$ cat src/hw/rtl/tspd_pkg.sv
// Package for the transport-stream PID channel demux.
// Holds sizes, command and register codes, and the item, result and table-write types.
// No dependencies; every other file of the block uses it.
`timescale 1ns / 1ps
`default_nettype none

package tspd_pkg;

  // The masks on the result channel carry one bit per channel, so the channel
  // count is tied to their width.
  localparam int unsigned CHANNELS         = 8;
  localparam int unsigned PIDS_PER_CHANNEL = 8;
  localparam int unsigned PID_W            = 13;
  localparam int unsigned CNT_W            = 16;
  localparam int unsigned FILL_W           = 6;
  localparam int unsigned PPD_W            = 7;
  localparam int unsigned TICK_W           = 32;
  localparam int unsigned CFG_IDX_W        = 3;
  localparam int unsigned CFG_DATA_W       = 16;

  localparam logic [PID_W-1:0] PID_PAT = 13'd0;
  localparam logic [PID_W-1:0] PID_EIT = 13'd18;
  localparam logic [CNT_W-1:0] CNT_MAX = 16'hFFFF;
  localparam logic [PPD_W-1:0] PPD_MAX = 7'd64;

  localparam logic [3:0]       NUM_CHANNELS_RST  = 4'd8;
  localparam logic [CNT_W-1:0] ACTIVE_THRESH_RST = 16'd100;
  localparam logic [CNT_W-1:0] IDLE_TIMEOUT_RST  = 16'd60;
  localparam logic [CNT_W-1:0] MISS_LIMIT_RST    = 16'd1000;
  localparam logic [PPD_W-1:0] PPD_RST           = 7'd7;

  typedef enum logic [1:0] {
    CMD_PACKET   = 2'd0,
    CMD_TICK     = 2'd1,
    CMD_TABLE_WR = 2'd2
  } cmd_e;

  typedef enum logic [CFG_IDX_W-1:0] {
    REG_NUM_CHANNELS  = 3'd0,
    REG_ACTIVE_THRESH = 3'd1,
    REG_IDLE_TIMEOUT  = 3'd2,
    REG_MISS_LIMIT    = 3'd3,
    REG_PKTS_PER_DGRAM = 3'd4
  } cfg_reg_e;

  typedef struct packed {
    logic [1:0]       cmd;
    logic [7:0]       hdr_byte1;
    logic [7:0]       hdr_byte2;
    logic [2:0]       entry_channel;
    logic [2:0]       entry_slot;
    logic [PID_W-1:0] entry_pid;
    logic             entry_valid;
  } item_t;

  typedef struct packed {
    logic [CHANNELS-1:0] matched_mask;
    logic [CHANNELS-1:0] flush_mask;
    logic [CHANNELS-1:0] active_mask;
    logic                miss_alarm;
    logic                idle_stop;
  } result_t;

  // Write request from the datapath into the PID table.
  typedef struct packed {
    logic             en;
    logic [2:0]       channel;
    logic [2:0]       slot;
    logic [PID_W-1:0] pid;
    logic             valid;
  } tbl_wr_t;

endpackage

`default_nettype wire

$ cat src/hw/rtl/tspd_if.sv
// Valid/ready channel interfaces of the PID channel demux: input items,
// results and configuration writes. Depends on tspd_pkg.
`timescale 1ns / 1ps
`default_nettype none

interface tspd_item_if;
  logic                        valid;
  logic                        ready;
  logic [1:0]                  cmd;
  logic [7:0]                  hdr_byte1;
  logic [7:0]                  hdr_byte2;
  logic [2:0]                  entry_channel;
  logic [2:0]                  entry_slot;
  logic [tspd_pkg::PID_W-1:0]  entry_pid;
  logic                        entry_valid;

  modport source (output valid, cmd, hdr_byte1, hdr_byte2, entry_channel, entry_slot,
                  entry_pid, entry_valid, input ready);
  modport sink (input valid, cmd, hdr_byte1, hdr_byte2, entry_channel, entry_slot,
                entry_pid, entry_valid, output ready);
endinterface

interface tspd_result_if;
  logic                           valid;
  logic                           ready;
  logic [tspd_pkg::CHANNELS-1:0]  matched_mask;
  logic [tspd_pkg::CHANNELS-1:0]  flush_mask;
  logic [tspd_pkg::CHANNELS-1:0]  active_mask;
  logic                           miss_alarm;
  logic                           idle_stop;

  modport source (output valid, matched_mask, flush_mask, active_mask, miss_alarm,
                  idle_stop, input ready);
  modport sink (input valid, matched_mask, flush_mask, active_mask, miss_alarm,
                idle_stop, output ready);
endinterface

interface tspd_cfg_if;
  logic                              valid;
  logic                              ready;
  logic [tspd_pkg::CFG_IDX_W-1:0]    index;
  logic [tspd_pkg::CFG_DATA_W-1:0]   data;

  modport source (output valid, index, data, input ready);
  modport sink (input valid, index, data, output ready);
endinterface

`default_nettype wire

$ cat src/hw/rtl/tspd_pid_match.sv
// PID table of the demux: one entry per channel slot, each with its own
// comparator, giving a per-channel hit mask for one PID. Depends on tspd_pkg.
`timescale 1ns / 1ps
`default_nettype none

module tspd_pid_match (
  input  wire logic                              clk_i,
  input  wire logic                              rst_ni,
  input  wire tspd_pkg::tbl_wr_t                 wr_i,
  input  wire logic [tspd_pkg::PID_W-1:0]        pid_i,
  output logic      [tspd_pkg::CHANNELS-1:0]     hit_o
);

  logic [tspd_pkg::CHANNELS-1:0][tspd_pkg::PIDS_PER_CHANNEL-1:0] valid_q;
  logic [tspd_pkg::CHANNELS-1:0][tspd_pkg::PIDS_PER_CHANNEL-1:0] slot_hit;
  logic [tspd_pkg::PID_W-1:0] pid_q [tspd_pkg::CHANNELS][tspd_pkg::PIDS_PER_CHANNEL];

  for (genvar c = 0; c < tspd_pkg::CHANNELS; c++) begin : g_chan
    for (genvar s = 0; s < tspd_pkg::PIDS_PER_CHANNEL; s++) begin : g_slot
      logic wr_sel;
      assign wr_sel = wr_i.en && (32'(wr_i.channel) == c) && (32'(wr_i.slot) == s);

      always_ff @(posedge clk_i or negedge rst_ni) begin
        if (!rst_ni) begin
          valid_q[c][s] <= 1'b0;
        end else if (wr_sel) begin
          valid_q[c][s] <= wr_i.valid;
        end
      end

      // A cleared entry never matches, so its PID needs no reset.
      always_ff @(posedge clk_i) begin
        if (wr_sel) begin
          pid_q[c][s] <= wr_i.valid ? wr_i.pid : '0;
        end
      end

      assign slot_hit[c][s] = valid_q[c][s] && (pid_q[c][s] == pid_i);
    end
    assign hit_o[c] = |slot_hit[c];
  end

endmodule

`default_nettype wire

$ cat src/hw/rtl/ts_pid_channel_demux.sv
// Transport-stream PID channel demux, top level.
// Depends on tspd_pkg, the channel interfaces in tspd_if.sv and tspd_pid_match.
//
// Use: items arrive on item_i (valid/ready). A packet-header item is routed by
// its PID to every channel in use whose table holds it; PIDs 0 and 18 reach all
// channels in use. A tick item judges channels active against the threshold and
// tracks how long no channel has been active. A table-write item sets or clears
// one PID slot. Every item gives exactly one transfer on result_o with the
// matched, flush and active masks and the miss alarm and idle stop flags.
// Configuration registers are written on cfg_i, which is always ready; the user
// must write them only while no item is in flight, which the block does not enforce.
// Each item passes an input register, the table compare and counter update,
// and the result register. Throughput: one item per cycle while result_o.ready
// is high or the result register is empty.
// Reset clears the PID table to all invalid, zeroes the counters, marks every
// channel active and loads the register defaults; the block is ready at once.
// When the receiver stalls, the result register holds and one more item waits
// in the input register; after that item_i.ready goes low.
`timescale 1ns / 1ps
`default_nettype none

module ts_pid_channel_demux (
  input  wire logic      clk_i,
  input  wire logic      rst_ni,
  tspd_item_if.sink      item_i,
  tspd_result_if.source  result_o,
  tspd_cfg_if.sink       cfg_i
);

  localparam int unsigned CH = tspd_pkg::CHANNELS;

  // Input stage.
  logic            in_valid_q;
  tspd_pkg::item_t in_q;
  logic            adv;

  // Configuration registers.
  logic [3:0]                      num_channels_q;
  logic [tspd_pkg::CNT_W-1:0]      active_thresh_q;
  logic [tspd_pkg::CNT_W-1:0]      idle_timeout_q;
  logic [tspd_pkg::CNT_W-1:0]      miss_limit_q;
  logic [tspd_pkg::PPD_W-1:0]      ppd_q;

  // Block state.
  logic [CH-1:0][tspd_pkg::CNT_W-1:0]  pkt_cnt_q, pkt_cnt_d;
  logic [CH-1:0][tspd_pkg::FILL_W-1:0] fill_q, fill_d;
  logic [CH-1:0]                       active_q, active_d;
  logic [tspd_pkg::TICK_W-1:0]         tick_q, tick_d;
  logic                                idle_armed_q, idle_armed_d;
  logic [tspd_pkg::TICK_W-1:0]         idle_start_q, idle_start_d;
  logic [tspd_pkg::CNT_W-1:0]          miss_cnt_q, miss_cnt_d;
  logic                                miss_alarm_q, miss_alarm_d;
  logic                                idle_stop_q, idle_stop_d;

  // Output stage.
  logic              out_valid_q;
  tspd_pkg::result_t res_q, res_d;

  // Datapath signals.
  logic [tspd_pkg::PID_W-1:0] pid;
  logic [CH-1:0]              hit;
  logic [CH-1:0]              used;
  tspd_pkg::tbl_wr_t          tbl_wr;

  assign adv           = in_valid_q && (!out_valid_q || result_o.ready);
  assign item_i.ready  = !in_valid_q || adv;
  assign cfg_i.ready   = 1'b1;

  always_ff @(posedge clk_i or negedge rst_ni) begin
    if (!rst_ni) begin
      in_valid_q <= 1'b0;
    end else if (item_i.valid && item_i.ready) begin
      in_valid_q <= 1'b1;
    end else if (adv) begin
      in_valid_q <= 1'b0;
    end
  end

  always_ff @(posedge clk_i) begin
    if (item_i.valid && item_i.ready) begin
      in_q.cmd           <= item_i.cmd;
      in_q.hdr_byte1     <= item_i.hdr_byte1;
      in_q.hdr_byte2     <= item_i.hdr_byte2;
      in_q.entry_channel <= item_i.entry_channel;
      in_q.entry_slot    <= item_i.entry_slot;
      in_q.entry_pid     <= item_i.entry_pid;
      in_q.entry_valid   <= item_i.entry_valid;
    end
  end

  always_ff @(posedge clk_i or negedge rst_ni) begin
    if (!rst_ni) begin
      num_channels_q  <= tspd_pkg::NUM_CHANNELS_RST;
      active_thresh_q <= tspd_pkg::ACTIVE_THRESH_RST;
      idle_timeout_q  <= tspd_pkg::IDLE_TIMEOUT_RST;
      miss_limit_q    <= tspd_pkg::MISS_LIMIT_RST;
      ppd_q           <= tspd_pkg::PPD_RST;
    end else if (cfg_i.valid && cfg_i.ready) begin
      unique case (tspd_pkg::cfg_reg_e'(cfg_i.index))
        tspd_pkg::REG_NUM_CHANNELS:   num_channels_q  <= cfg_i.data[3:0];
        tspd_pkg::REG_ACTIVE_THRESH:  active_thresh_q <= cfg_i.data;
        tspd_pkg::REG_IDLE_TIMEOUT:   idle_timeout_q  <= cfg_i.data;
        tspd_pkg::REG_MISS_LIMIT:     miss_limit_q    <= cfg_i.data;
        tspd_pkg::REG_PKTS_PER_DGRAM: ppd_q           <= cfg_i.data[tspd_pkg::PPD_W-1:0];
        default: ;
      endcase
    end
  end

  assign pid = {in_q.hdr_byte1[4:0], in_q.hdr_byte2};

  assign tbl_wr.en      = adv && (tspd_pkg::cmd_e'(in_q.cmd) == tspd_pkg::CMD_TABLE_WR);
  assign tbl_wr.channel = in_q.entry_channel;
  assign tbl_wr.slot    = in_q.entry_slot;
  assign tbl_wr.pid     = in_q.entry_pid;
  assign tbl_wr.valid   = in_q.entry_valid;

  tspd_pid_match u_match (
    .clk_i  (clk_i),
    .rst_ni (rst_ni),
    .wr_i   (tbl_wr),
    .pid_i  (pid),
    .hit_o  (hit)
  );

  // A channel is in use below num_channels; values above the channel count
  // therefore enable every channel.
  for (genvar c = 0; c < CH; c++) begin : g_used
    assign used[c] = 32'(num_channels_q) > c;
  end

  always_comb begin
    logic                         common;
    logic [tspd_pkg::PPD_W-1:0]   ppd_eff;
    logic [tspd_pkg::PPD_W-1:0]   fill_inc;
    logic [CH-1:0]                matched;
    logic [CH-1:0]                flushed;
    logic [tspd_pkg::TICK_W-1:0]  idle_span;

    pkt_cnt_d    = pkt_cnt_q;
    fill_d       = fill_q;
    active_d     = active_q;
    tick_d       = tick_q;
    idle_armed_d = idle_armed_q;
    idle_start_d = idle_start_q;
    miss_cnt_d   = miss_cnt_q;
    miss_alarm_d = miss_alarm_q;
    idle_stop_d  = idle_stop_q;
    matched      = '0;
    flushed      = '0;
    idle_span    = '0;
    fill_inc     = '0;

    common = (pid == tspd_pkg::PID_PAT) || (pid == tspd_pkg::PID_EIT);
    if (ppd_q == '0) begin
      ppd_eff = tspd_pkg::PPD_W'(1);
    end else if (ppd_q > tspd_pkg::PPD_MAX) begin
      ppd_eff = tspd_pkg::PPD_MAX;
    end else begin
      ppd_eff = ppd_q;
    end

    unique case (tspd_pkg::cmd_e'(in_q.cmd))
      tspd_pkg::CMD_PACKET: begin
        for (int c = 0; c < CH; c++) begin
          if (used[c] && (common || hit[c])) begin
            matched[c] = 1'b1;
            if (!common && (pkt_cnt_q[c] != tspd_pkg::CNT_MAX)) begin
              pkt_cnt_d[c] = pkt_cnt_q[c] + 1'b1;
            end
            fill_inc = {1'b0, fill_q[c]} + 1'b1;
            if (fill_inc >= ppd_eff) begin
              flushed[c] = 1'b1;
              fill_d[c]  = '0;
            end else begin
              fill_d[c]  = fill_inc[tspd_pkg::FILL_W-1:0];
            end
          end
        end
        if (matched != '0) begin
          miss_cnt_d   = '0;
          miss_alarm_d = 1'b0;
        end else begin
          if (miss_cnt_q != tspd_pkg::CNT_MAX) begin
            miss_cnt_d = miss_cnt_q + 1'b1;
          end
          if (miss_cnt_d > miss_limit_q) begin
            miss_alarm_d = 1'b1;
          end
        end
      end
      tspd_pkg::CMD_TICK: begin
        tick_d = tick_q + 1'b1;
        for (int c = 0; c < CH; c++) begin
          if (used[c]) begin
            active_d[c] = pkt_cnt_q[c] >= active_thresh_q;
          end
        end
        if ((active_d & used) != '0) begin
          idle_armed_d = 1'b0;
          idle_start_d = '0;
        end else if (!idle_armed_q) begin
          idle_armed_d = 1'b1;
          idle_start_d = tick_d;
        end
        idle_span = tick_d - idle_start_d;
        if (idle_armed_d && (idle_span > {16'b0, idle_timeout_q})) begin
          idle_stop_d = 1'b1;
        end
        pkt_cnt_d = '0;
      end
      default: ;
    endcase

    res_d.matched_mask = matched;
    res_d.flush_mask   = flushed;
    res_d.active_mask  = active_d & used;
    res_d.miss_alarm   = miss_alarm_d;
    res_d.idle_stop    = idle_stop_d;
  end

  always_ff @(posedge clk_i or negedge rst_ni) begin
    if (!rst_ni) begin
      pkt_cnt_q    <= '0;
      fill_q       <= '0;
      active_q     <= '1;
      tick_q       <= '0;
      idle_armed_q <= 1'b0;
      idle_start_q <= '0;
      miss_cnt_q   <= '0;
      miss_alarm_q <= 1'b0;
      idle_stop_q  <= 1'b0;
      out_valid_q  <= 1'b0;
    end else begin
      if (adv) begin
        pkt_cnt_q    <= pkt_cnt_d;
        fill_q       <= fill_d;
        active_q     <= active_d;
        tick_q       <= tick_d;
        idle_armed_q <= idle_armed_d;
        idle_start_q <= idle_start_d;
        miss_cnt_q   <= miss_cnt_d;
        miss_alarm_q <= miss_alarm_d;
        idle_stop_q  <= idle_stop_d;
        out_valid_q  <= 1'b1;
      end else if (result_o.ready) begin
        out_valid_q  <= 1'b0;
      end
    end
  end

  always_ff @(posedge clk_i) begin
    if (adv) begin
      res_q <= res_d;
    end
  end

  assign result_o.valid        = out_valid_q;
  assign result_o.matched_mask = res_q.matched_mask;
  assign result_o.flush_mask   = res_q.flush_mask;
  assign result_o.active_mask  = res_q.active_mask;
  assign result_o.miss_alarm   = res_q.miss_alarm;
  assign result_o.idle_stop    = res_q.idle_stop;

  // A channel can only flush on a packet that reached it.
  a_flush_in_matched: assert property (@(posedge clk_i) disable iff (!rst_ni)
    out_valid_q |-> ((res_q.flush_mask & ~res_q.matched_mask) == '0))
    else $error("flush reported for a channel that did not match");

  // Nothing is routed to a channel that is not in use.
  a_matched_in_use: assert property (@(posedge clk_i) disable iff (!rst_ni)
    out_valid_q |-> ((res_q.matched_mask & ~used) == '0))
    else $error("packet routed to a channel not in use");

  // The stop flag is sticky until reset.
  a_stop_sticky: assert property (@(posedge clk_i) disable iff (!rst_ni)
    idle_stop_q |=> idle_stop_q)
    else $error("idle stop dropped without reset");

  // The alarm is only raised after at least one unrouted packet.
  a_alarm_count: assert property (@(posedge clk_i) disable iff (!rst_ni)
    miss_alarm_q |-> (miss_cnt_q != '0))
    else $error("miss alarm set with zero miss count");

  // A disarmed idle timer keeps its start mark cleared.
  a_idle_disarmed: assert property (@(posedge clk_i) disable iff (!rst_ni)
    !idle_armed_q |-> (idle_start_q == '0))
    else $error("idle start mark left over while disarmed");

endmodule

`default_nettype wire
$ cat src/flat_wrapper.sv
// flat-port wrapper written by rule: the top's interface ports become plain ports
module ts_pid_channel_demux_flat 
  (clk_i, rst_ni, item_i_valid, item_i_cmd, item_i_hdr_byte1, item_i_hdr_byte2, item_i_entry_channel, item_i_entry_slot, item_i_entry_pid, item_i_entry_valid, item_i_ready, result_o_valid, result_o_matched_mask, result_o_flush_mask, result_o_active_mask, result_o_miss_alarm, result_o_idle_stop, result_o_ready, cfg_i_valid, cfg_i_index, cfg_i_data, cfg_i_ready);
  tspd_item_if item_i_i ();
  tspd_result_if result_o_i ();
  tspd_cfg_if cfg_i_i ();
  input  wire logic clk_i;
  input  wire logic rst_ni;
  input wire logic [$bits(item_i_i.valid)-1:0] item_i_valid;
  input wire logic [$bits(item_i_i.cmd)-1:0] item_i_cmd;
  input wire logic [$bits(item_i_i.hdr_byte1)-1:0] item_i_hdr_byte1;
  input wire logic [$bits(item_i_i.hdr_byte2)-1:0] item_i_hdr_byte2;
  input wire logic [$bits(item_i_i.entry_channel)-1:0] item_i_entry_channel;
  input wire logic [$bits(item_i_i.entry_slot)-1:0] item_i_entry_slot;
  input wire logic [$bits(item_i_i.entry_pid)-1:0] item_i_entry_pid;
  input wire logic [$bits(item_i_i.entry_valid)-1:0] item_i_entry_valid;
  output wire logic [$bits(item_i_i.ready)-1:0] item_i_ready;
  output wire logic [$bits(result_o_i.valid)-1:0] result_o_valid;
  output wire logic [$bits(result_o_i.matched_mask)-1:0] result_o_matched_mask;
  output wire logic [$bits(result_o_i.flush_mask)-1:0] result_o_flush_mask;
  output wire logic [$bits(result_o_i.active_mask)-1:0] result_o_active_mask;
  output wire logic [$bits(result_o_i.miss_alarm)-1:0] result_o_miss_alarm;
  output wire logic [$bits(result_o_i.idle_stop)-1:0] result_o_idle_stop;
  input wire logic [$bits(result_o_i.ready)-1:0] result_o_ready;
  input wire logic [$bits(cfg_i_i.valid)-1:0] cfg_i_valid;
  input wire logic [$bits(cfg_i_i.index)-1:0] cfg_i_index;
  input wire logic [$bits(cfg_i_i.data)-1:0] cfg_i_data;
  output wire logic [$bits(cfg_i_i.ready)-1:0] cfg_i_ready;
  assign item_i_i.valid = item_i_valid;
  assign item_i_i.cmd = item_i_cmd;
  assign item_i_i.hdr_byte1 = item_i_hdr_byte1;
  assign item_i_i.hdr_byte2 = item_i_hdr_byte2;
  assign item_i_i.entry_channel = item_i_entry_channel;
  assign item_i_i.entry_slot = item_i_entry_slot;
  assign item_i_i.entry_pid = item_i_entry_pid;
  assign item_i_i.entry_valid = item_i_entry_valid;
  assign item_i_ready = item_i_i.ready;
  assign result_o_valid = result_o_i.valid;
  assign result_o_matched_mask = result_o_i.matched_mask;
  assign result_o_flush_mask = result_o_i.flush_mask;
  assign result_o_active_mask = result_o_i.active_mask;
  assign result_o_miss_alarm = result_o_i.miss_alarm;
  assign result_o_idle_stop = result_o_i.idle_stop;
  assign result_o_i.ready = result_o_ready;
  assign cfg_i_i.valid = cfg_i_valid;
  assign cfg_i_i.index = cfg_i_index;
  assign cfg_i_i.data = cfg_i_data;
  assign cfg_i_ready = cfg_i_i.ready;
  ts_pid_channel_demux u_core (.clk_i(clk_i), .rst_ni(rst_ni), .item_i(item_i_i), .result_o(result_o_i), .cfg_i(cfg_i_i));
endmodule
$ cat config.mk
export PLATFORM = sky130hd
export DESIGN_NAME = ts_pid_channel_demux_flat
export DESIGN_NICKNAME = d
export VERILOG_FILES = /design/src/hw/rtl/tspd_pkg.sv /design/src/hw/rtl/tspd_if.sv /design/src/hw/rtl/tspd_pid_match.sv /design/src/hw/rtl/ts_pid_channel_demux.sv /design/src/flat_wrapper.sv
export SDC_FILE = /design/constraint.sdc
export NUM_CORES = 2
export LEC_CHECK = 0
export BUFFER_PORTS_ARGS = -buffer_cell sky130_fd_sc_hd__buf_2
export CAP_MARGIN = 0
export CORE_ASPECT_RATIO = 1.25
export CORE_MARGIN = 5
export CORE_UTILIZATION = 57
export DETAILED_ROUTE_END_ITERATION = 8
export PLACE_DENSITY = 0.88
export SETUP_SLACK_MARGIN = 0.3
export SLEW_MARGIN = 20
export SYNTH_ARGS = -nofsm -noshare
export SYNTH_HDL_FRONTEND = slang
export SYNTH_SLANG_ARGS = --single-unit
$ cat constraint.sdc
create_clock -name clk_i -period 6.2 [get_ports clk_i]
set_input_delay 0.31 -clock clk_i [delete_from_list [all_inputs] [get_ports clk_i]]
set_output_delay 0.31 -clock clk_i [all_outputs]
set_load 0.005 [all_outputs]
**After elaboration in Yosys (flattened, before gate mapping)**

Memory sizes are Yosys's and may differ from the RTL's.
Cells that the tools add are included.
Widths: inputs -> output; s select.

- Register bits: 453
- Memory bits (writable): 832
- Bits of input ports: 62
- Output and inout bits: 29
- Word-level logic and storage cells: 735
- Memories kept: 1

- $add $sub $neg: 19
- $lt $le $gt $ge: 27
- Equal/unequal tests: 110
- Mux-type cells: 236
- Bitwise operators: 2
- Reduce and logical (&&, ||, !) cells: 227

Memories:

| name | words | bits a word | read ports | clocked after Yosys merged registers in | wr ports | line | RTL |
|---|---|---|---|---|---|---|---|
| u_core.u_match.pid_q | 8 | 104 | 8 | 0 | 1 | tspd_pid_match.sv:16 | `logic [tspd_pkg::PID_W-1:0] pid_q [tspd_pkg::CHANNELS][tspd_pkg::PIDS_PER_CHANNEL];` |

Operator list:

| kind | count |
|---|---|
| $eq 13x13->1 | 64 |
| $mux 104 | 7 |
| $reduce_or 104->1 | 7 |
| $mux 16 | 20 |
| $pmux 128 s2 | 1 |
| $mux 1 | 179 |
| $logic_and 1x1->1 | 156 |
| $add 16x1->16 const B | 9 |
| $ne 16x16->1 const B | 9 |
| $ge 16x16->1 | 8 |
| $mux 32 | 3 |
| $mux 8 | 8 |
| $reduce_or 8->1 | 8 |
| $add 6x1->7 const B | 8 |
| $ge 7x7->1 | 8 |
| $mux 6 | 8 |
| $add 32x1->32 const B | 1 |
| $gt 32x16->1 | 1 |
| $ne 2x1->1 const B | 16 |
| $reduce_and 4->1 | 8 |
| $sub 32x32->32 | 1 |
| $reduce_and 2->1 | 15 |
| $eq 3x3->1 const B | 9 |
| $reduce_and 3->1 | 8 |
| 22 further kinds | 59 |

**Depth between registers and ports, before layout**

- Depth after elaboration: 16
- Depth in mapped cells: 29
- Depth with buffers taken out: 27

**By module**

Synthesis repeated with hierarchy kept, for this count alone.

- Cell total of the unflattened synthesis: 4951
- Area total of the unflattened synthesis: 62458.7 um^2

By module, submodules not included:

| module | times used | cells an instance | area each (um^2) | seq. area each (um^2) |
|---|---|---|---|---|
| tspd_pid_match | 1 | 2331 | 37745.0 | 26585.5 |
| ts_pid_channel_demux | 1 | 2620 | 24713.7 | 10070.9 |

**Worst setup path after synthesis**

OpenSTA, ideal clock, no wires.

- Kind: register -> register
- Start: register u_core.active_thresh_q[0] (netlist name)
- End: register u_core.res_q, in the netlist u_core.result_o.idle_stop (data pin)
- Library setup time: 0.269 ns
- Data arrival time: 5.946 ns
- Data required time: 5.931 ns
- Slack: -0.015 ns
- Cell stages (with the launch flop): 29
- Buffers on the path: 2
- Clock period less this slack: 6.215 ns
- Cells stage by stage: dfrtp_1 > ha_1 > nand2b_1 > a2111o_1 > a311oi_1 > a31oi_1 > a2111oi_0 > nand3_1 > nor2_2 > buf_2 > o211ai_1 > ha_1 > clkbuf_1 > nand2_1 > a211oi_1 > o21ai_0 > a21oi_1 > nor2_1 > xnor2_1 > ha_1 > a21oi_1 > o21ai_0 > a211oi_1 > a31o_2 > nand4_1 > a2111oi_0 > o2111ai_1 > nor4_1 > a31oi_1

- Longest elaborated chain between the ends: 12
- Elaborated cells between the ends (all ways): 35
- Those cells by class: 1 x add/sub; 9 x order compare; 22 x mux; 1 x bitwise; 2 x reduce/logical

Ends and longest elaborated chain:

| item | line | RTL |
|---|---|---|
| start: declaration | ts_pid_channel_demux.sv:39 | `logic [tspd_pkg::CNT_W-1:0] active_thresh_q;` |
| start signal: assignment | ts_pid_channel_demux.sv:94 | `active_thresh_q <= tspd_pkg::ACTIVE_THRESH_RST;` |
| start signal: assignment | ts_pid_channel_demux.sv:101 | `tspd_pkg::REG_ACTIVE_THRESH: active_thresh_q <= cfg_i.data;` |
| $ge 16x16->1 | ts_pid_channel_demux.sv:196 | `active_d[c] = pkt_cnt_q[c] >= active_thresh_q;` |
| $mux 1 | ts_pid_channel_demux.sv:195 | `if (used[c]) begin` |
| $mux 1 | ts_pid_channel_demux.sv:163 | `unique case (tspd_pkg::cmd_e'(in_q.cmd))` |
| $and 8x8->8 * | ts_pid_channel_demux.sv:199 | `if ((active_d & used) != '0) begin` |
| $reduce_bool 8->1 * | ts_pid_channel_demux.sv:199 |  |
| $mux 32 | ts_pid_channel_demux.sv:199 |  |
| $mux 32 | ts_pid_channel_demux.sv:163 |  |
| $sub 32x32->32 | ts_pid_channel_demux.sv:206 | `idle_span = tick_d - idle_start_d;` |
| $gt 32x16->1 | ts_pid_channel_demux.sv:207 | `if (idle_armed_d && (idle_span > {16'b0, idle_timeout_q})) begin` |
| $logic_and 1x1->1 * | ts_pid_channel_demux.sv:207 |  |
| $mux 1 * | ts_pid_channel_demux.sv:207 |  |
| $mux 1 * | ts_pid_channel_demux.sv:163 |  |
| named net u_core.idle_stop_d | ts_pid_channel_demux.sv:53 | `logic idle_stop_q, idle_stop_d;` |
| end signal: assignment | ts_pid_channel_demux.sv:254 | `res_q <= res_d;` |
| end: declaration | ts_pid_channel_demux.sv:57 | `tspd_pkg::result_t res_q, res_d;` |

The timed path passes the listed nets; every way through them passes the cells marked *. The select of a mux whose other input is x is not followed.
A chain may end at the register's enable or synchronous reset.

**Final worst setup path**

- Start: register u_core.pkt_cnt_q[96] (netlist name)
- End: register u_core.res_q, in the netlist u_core.result_o.idle_stop (data pin)

- Longest elaborated chain between the ends: 12
- Elaborated cells between the ends (all ways): 14
- Those cells by class: 1 x add/sub; 2 x order compare; 8 x mux; 1 x bitwise; 2 x reduce/logical

Ends and longest elaborated chain:

| item | line | RTL |
|---|---|---|
| start: declaration | ts_pid_channel_demux.sv:45 | `logic [CH-1:0][tspd_pkg::CNT_W-1:0] pkt_cnt_q, pkt_cnt_d;` |
| start signal: assignment | ts_pid_channel_demux.sv:236 | `pkt_cnt_q <= pkt_cnt_d;` |
| $ge 16x16->1 * | ts_pid_channel_demux.sv:196 |  |
| $mux 1 * | ts_pid_channel_demux.sv:195 |  |
| $mux 1 * | ts_pid_channel_demux.sv:163 |  |
| $and 8x8->8 * | ts_pid_channel_demux.sv:199 |  |
| $reduce_bool 8->1 * | ts_pid_channel_demux.sv:199 |  |
| $mux 32 | ts_pid_channel_demux.sv:199 |  |
| $mux 32 | ts_pid_channel_demux.sv:163 |  |
| $sub 32x32->32 | ts_pid_channel_demux.sv:206 |  |
| $gt 32x16->1 | ts_pid_channel_demux.sv:207 |  |
| $logic_and 1x1->1 * | ts_pid_channel_demux.sv:207 |  |
| $mux 1 * | ts_pid_channel_demux.sv:207 |  |
| $mux 1 * | ts_pid_channel_demux.sv:163 |  |
| named net u_core.idle_stop_d | ts_pid_channel_demux.sv:53 |  |

Marked as above.

==> out/results.env <==
YS_SEQ_ELEMENTS=1285
MAX_STAGE_DELAY_PS=390
MIN-DELAY-START='cfg_i_index[0]'
WORSTREG2REGSTART='u_core.pkt_cnt_q[96]'
CTS.CLK_SLEW.WORST_PATHS_PS=70
POSTLAYOUTSETUPSLACKWORST_PS=-62.3
PATH_BUF_INV=2
FP.DIEW_UM=308
VDD_IR_DROP_MAX_mV=0.437
FIRST_PASS_ITERS=6
FIN_WORST_SKEW_PS=97.7
SYNTHFLOPTYPE='edfxtp_1'
CTS-ROOT-BUF='clkbuf_16'
AREA.GROWTH.SYNTH_TO_FINAL_PCT=13.0
TOTAL_GLOBAL_ROUTING_TRACK_UTILIZATION_PCT=29.5
CORE.ROWCOUNT=136
FLOORPLAN.DIE.HEIGHT_UM=382
STATUS='complete, but fails checks'
CRITICAL_PATH.TOP_DELAY_FAMILY='compound AO/OA/AOI/OAI gates'
BUFFER_PORTS.INSERTED=86
TIMING.FINAL.CRIT_PERIOD_PS=6260
CLK-INSERTION-DELAY-LATE_PS=770
LAYOUT.CELLS.NON_FILLER=6848
SYNTHESIS.AREA_UM2=63100
CP_DATA_ARRIVAL_TIME_PS=6680
FINAL-SEQ-AREA_UM2=36700
SWITCHING_FRACTION_PCT=28.5
FINISH.NET_COUNT=5623
SYNTH-WARNING-COUNT=0
DRV_SLEW=0
POWER_DENSITY_nW_PER_UM2=315
CLOCK_POWER_SHARE_PCT=35.3
GRT_MAX_DEGREE=138
FP.COREAREA_UM2=110000
FIRST_ITER_VIOLATIONS=6133
INTERNAL_POWER_W=0.0160
ANTENNA_FOUND_INITIAL=3
HOLD_VIOL_FINAL=0
FINAL_LAYOUT_SIZE_SUFFIX_GT1_SHARE_PCT=14.6
REPORTED_MAX_CAP_VIOLATION_COUNT=0
POSTSYNTHNETCOUNT=5347
HIGHEST_COUNT_CELLS_IN_THE_LAYOUT_IGNORING_FILL_AND_TAPS='911 x xnor2_1, 893 x edfxtp_1, 372 x nand2_1'
SWITCHING_POWER_TOTAL_W=0.00639
GRT_PASS1_WL_UM=268000
INITIAL_CORE_UTIL_PCT=57.4
SYNTHESIS.INSTANCES=5019
TIGHTESTPINTRANSITION_PS=1270
FAILING_CHECKS='setup timing'
MIN_TO='u_core.num_channels_q[2]'
NUM_VIAS=44400
MIN_DELAY_PATH_DEPTH=3
CTS_BUFFER_DEPTH=3
RELSLEWSLACK_PCT=15.0
FINALSETUPVIOLATIONS=2
ANTENNA_DIODE_COUNT=0
MOSTFREQUENTLAYOUTCELL='xnor2_1'
CRITICAL-PATH-TOP-CELL-BY-COUNT='ha_1'
MULTI_INPUT_AREA_UM2=25400
COMBPWRFRAC_PCT=20.9
CRIT_FANOUT=4
SETUP_REPAIR_AFTER_GLOBAL_ROUTING_MISSED_ITS_MARGIN='true'
POST-ROUTE-UTIL_PCT=64.8
CRITICALPATHCATEGORY='flop to flop'
VIA_COUNT_OF_THE_FIRST_GLOBAL_ROUTING_PASS=45400
DP.CELLS=6543
CTS_MADE_BUFFERS=120
RR_WORST_DEPTH=27
CLOCK_TREE.HTREE_LEVEL_COUNT=3
CP_SLOWEST_CELL='a2111o_1'
NUMCLOCKSINKS=1285
POSTSYNTH.ASYNCRESETSHARE_PCT=30.5
REQUIRED_PS=6610
FILLERINSTANCES=7123
END_KIND='flop'
POST-DP-HPWL_UM=95800
SHARE_SEQ_OF_TOTAL_POWER_PCT=43.9
CRITICAL_PATH.STARTPOINT_TYPE='flop'
SYNTHDISTINCTLIBCELLS=92
RRSETUPSLACK_PS=-60
LEAKAGE_nW=26.4
SYNTH_EDF_COUNT=893
GLOBALROUTE.TOTALOVERFLOW=0
MIN_DELAY_WORST_TYPE='input pin to flop'
WORST_REG2REG_ENDPOINT='u_core.result_o.idle_stop'
HOLD_SLACK_PS=59.4
UPPER_CLOCK_FREQUENCY_LIMIT_GHz=0.160
AVGSYNTHCELLAREA_UM2=12.6
FINAL_TNS_SETUP_PS=-86.3
DETAIL_ROUTE.VIAS_PER_CELL=6.48
YOSYSSEQAREASHARE_PCT=58.1
DRT.ANTENNA.VIOLATING_NETS=0
IO-PIN-COUNT=91
DRCVIOLATIONCOUNT=0
TRITONCTS_CLOCK_TREE='built'
DIE_AREA_UM2=117000
GPL.FINAL_WEIGHTED_CONGESTION=0.931
ROUTE.FINAL.WIRE_LENGTH_UM=179000
FINALCRITPERIODSHARE_PCT=101
ROUTEDWLPERCELL_UM=26.2
## power by group through the flow
stage | clock, W | combinational [W] | sequential [W]
6_report | 0.00792 | 0.00468 | 0.00984
5_1_grt | 0.00829 | 0.00509 | 0.00986
4_1_cts | 0.00784 | 0.00447 | 0.00983
3_5_place_dp | 0 | 0.00421 | 0.00999
3_3_place_gp | 0 | 0.00404 | 0.00997
2_1_floorplan | 0 | 0.00276 | 0.00988
## final cells by class
| type | count | area share [%] |
|---|---|---|
| repair buffers | 351 | 3.98 |
| flip-flops and latches | 1285 | 51.4 |
| well taps | 1449 | 2.54 |
| multi-input cells | 3436 | 35.6 |
| clock inverters | 64 | 1.27 |
| inverters | 101 | 0.543 |
| clock buffers | 162 | 4.59 |
## sequential cells by signal, indices dropped and copies added (netlist names), 16 cells and up
signal / cells
u_core.tick_q: 32
u_core.fill_q: 48
u_core.active_thresh_q: 16
u_core.miss_cnt_q: 16
u_core.u_match.valid_q: 64
u_core.in_q: 35
u_core.idle_start_q: 32
u_core.idle_timeout_q: 16
u_core.pkt_cnt_q: 128
u_core.u_match.pid_q: 832
u_core.miss_limit_q: 16
## tightest hold or removal path: stages
cell and delay, ps:
buf_2 130, nor3b_1 120, mux2_2 240
## through the flow
| stage | total power, W | worst slack [ps] | instance area (µm²) |
|---|---|---|---|
| global placement | 0.0140 | -141 | 65800 |
| global route | 0.0232 | -491 | 71300 |
| floorplan | 0.0126 | 302 | 63100 |
| CTS | 0.0221 | 104 | 71000 |
| finish | 0.0224 | -62.3 | 71300 |
| detailed placement | 0.0142 | -264 | 65800 |
## timing repair
item	4_1_cts	5_1_grt
endpoints found under the hold margin	158	0
hold buffers	57	0
setup endpoints to repair	2	2
gates resized for setup	63	12
cloned	1	0
pin swaps	32	22
setup buffers	15	5
## cells by family (layout without fill, tap and decap cells)
family                     count (synthesis)  count (layout)  synth area share [%]
adders and majority gates                266             266                  5.29
xor gates and xnor gates                1038            1038                  14.4
muxes                                    104             104                  1.84
DFF                                     1285            1285                  58.1
other                                      1               1               0.00594
AOI/OAI and AO/OA                        580             580                  6.06
buffers and inverters                    299             678                  2.57
and+or+nand+nor                         1446            1447                  11.7
## metal layers
metal  global-route usage (%)  share of wire (%)  vias up
met5                        0              0.012        -
met4                     18.3                7.1        4
met3                     7.23                 11      907
met2                     49.8                 48     3314
met1                     34.0                 34    21500
li1                         -                  -    18700
## cell usage after synthesis (25+ instances only)
cell type / n / area share (%)
nand4_1: 258 / 2.6
xnor2_1: 912 / 13
o21ai_0: 162 / 1.3
nor3_1: 54 / 0.43
xor2_1: 126 / 1.7
inv_1: 100 / 0.59
nand2_1: 375 / 2.2
nor4_1: 84 / 0.83
o211ai_1: 38 / 0.45
a21oi_1: 116 / 0.92
nand3_1: 148 / 1.2
edfxtp_1: 893 / 43
and3_1: 44 / 0.44
buf_6: 33 / 0.59
dfstp_2: 25 / 1.0
nand2b_1: 54 / 0.54
nor2_1: 273 / 1.6
and2_1: 48 / 0.48
mux2_2: 94 / 1.7
a21o_1: 76 / 0.90
buf_4: 59 / 0.70
dfrtp_1: 367 / 15
clkbuf_1: 80 / 0.48
ha_1: 265 / 5.3
## worst max-delay path by stage
stage | endpoint | from | depth (start not counted) | slack (ps)
6_report | u_core.result_o.idle_stop | u_core.pkt_cnt_q[96] | 27 | -60
3_3_place_gp | u_core.result_o.idle_stop | u_core.pkt_cnt_q[96] | 27 | -140
4_1_cts | u_core.result_o.idle_stop | u_core.active_thresh_q[6] | 29 | 100
2_1_floorplan | u_core.result_o.idle_stop | u_core.active_thresh_q[0] | 27 | 300
3_5_place_dp | u_core.result_o.idle_stop | u_core.pkt_cnt_q[96] | 27 | -260
5_1_grt | u_core.result_o.idle_stop | u_core.pkt_cnt_q[96] | 27 | -490
Note: power is estimated with default switching activity, not from simulation.
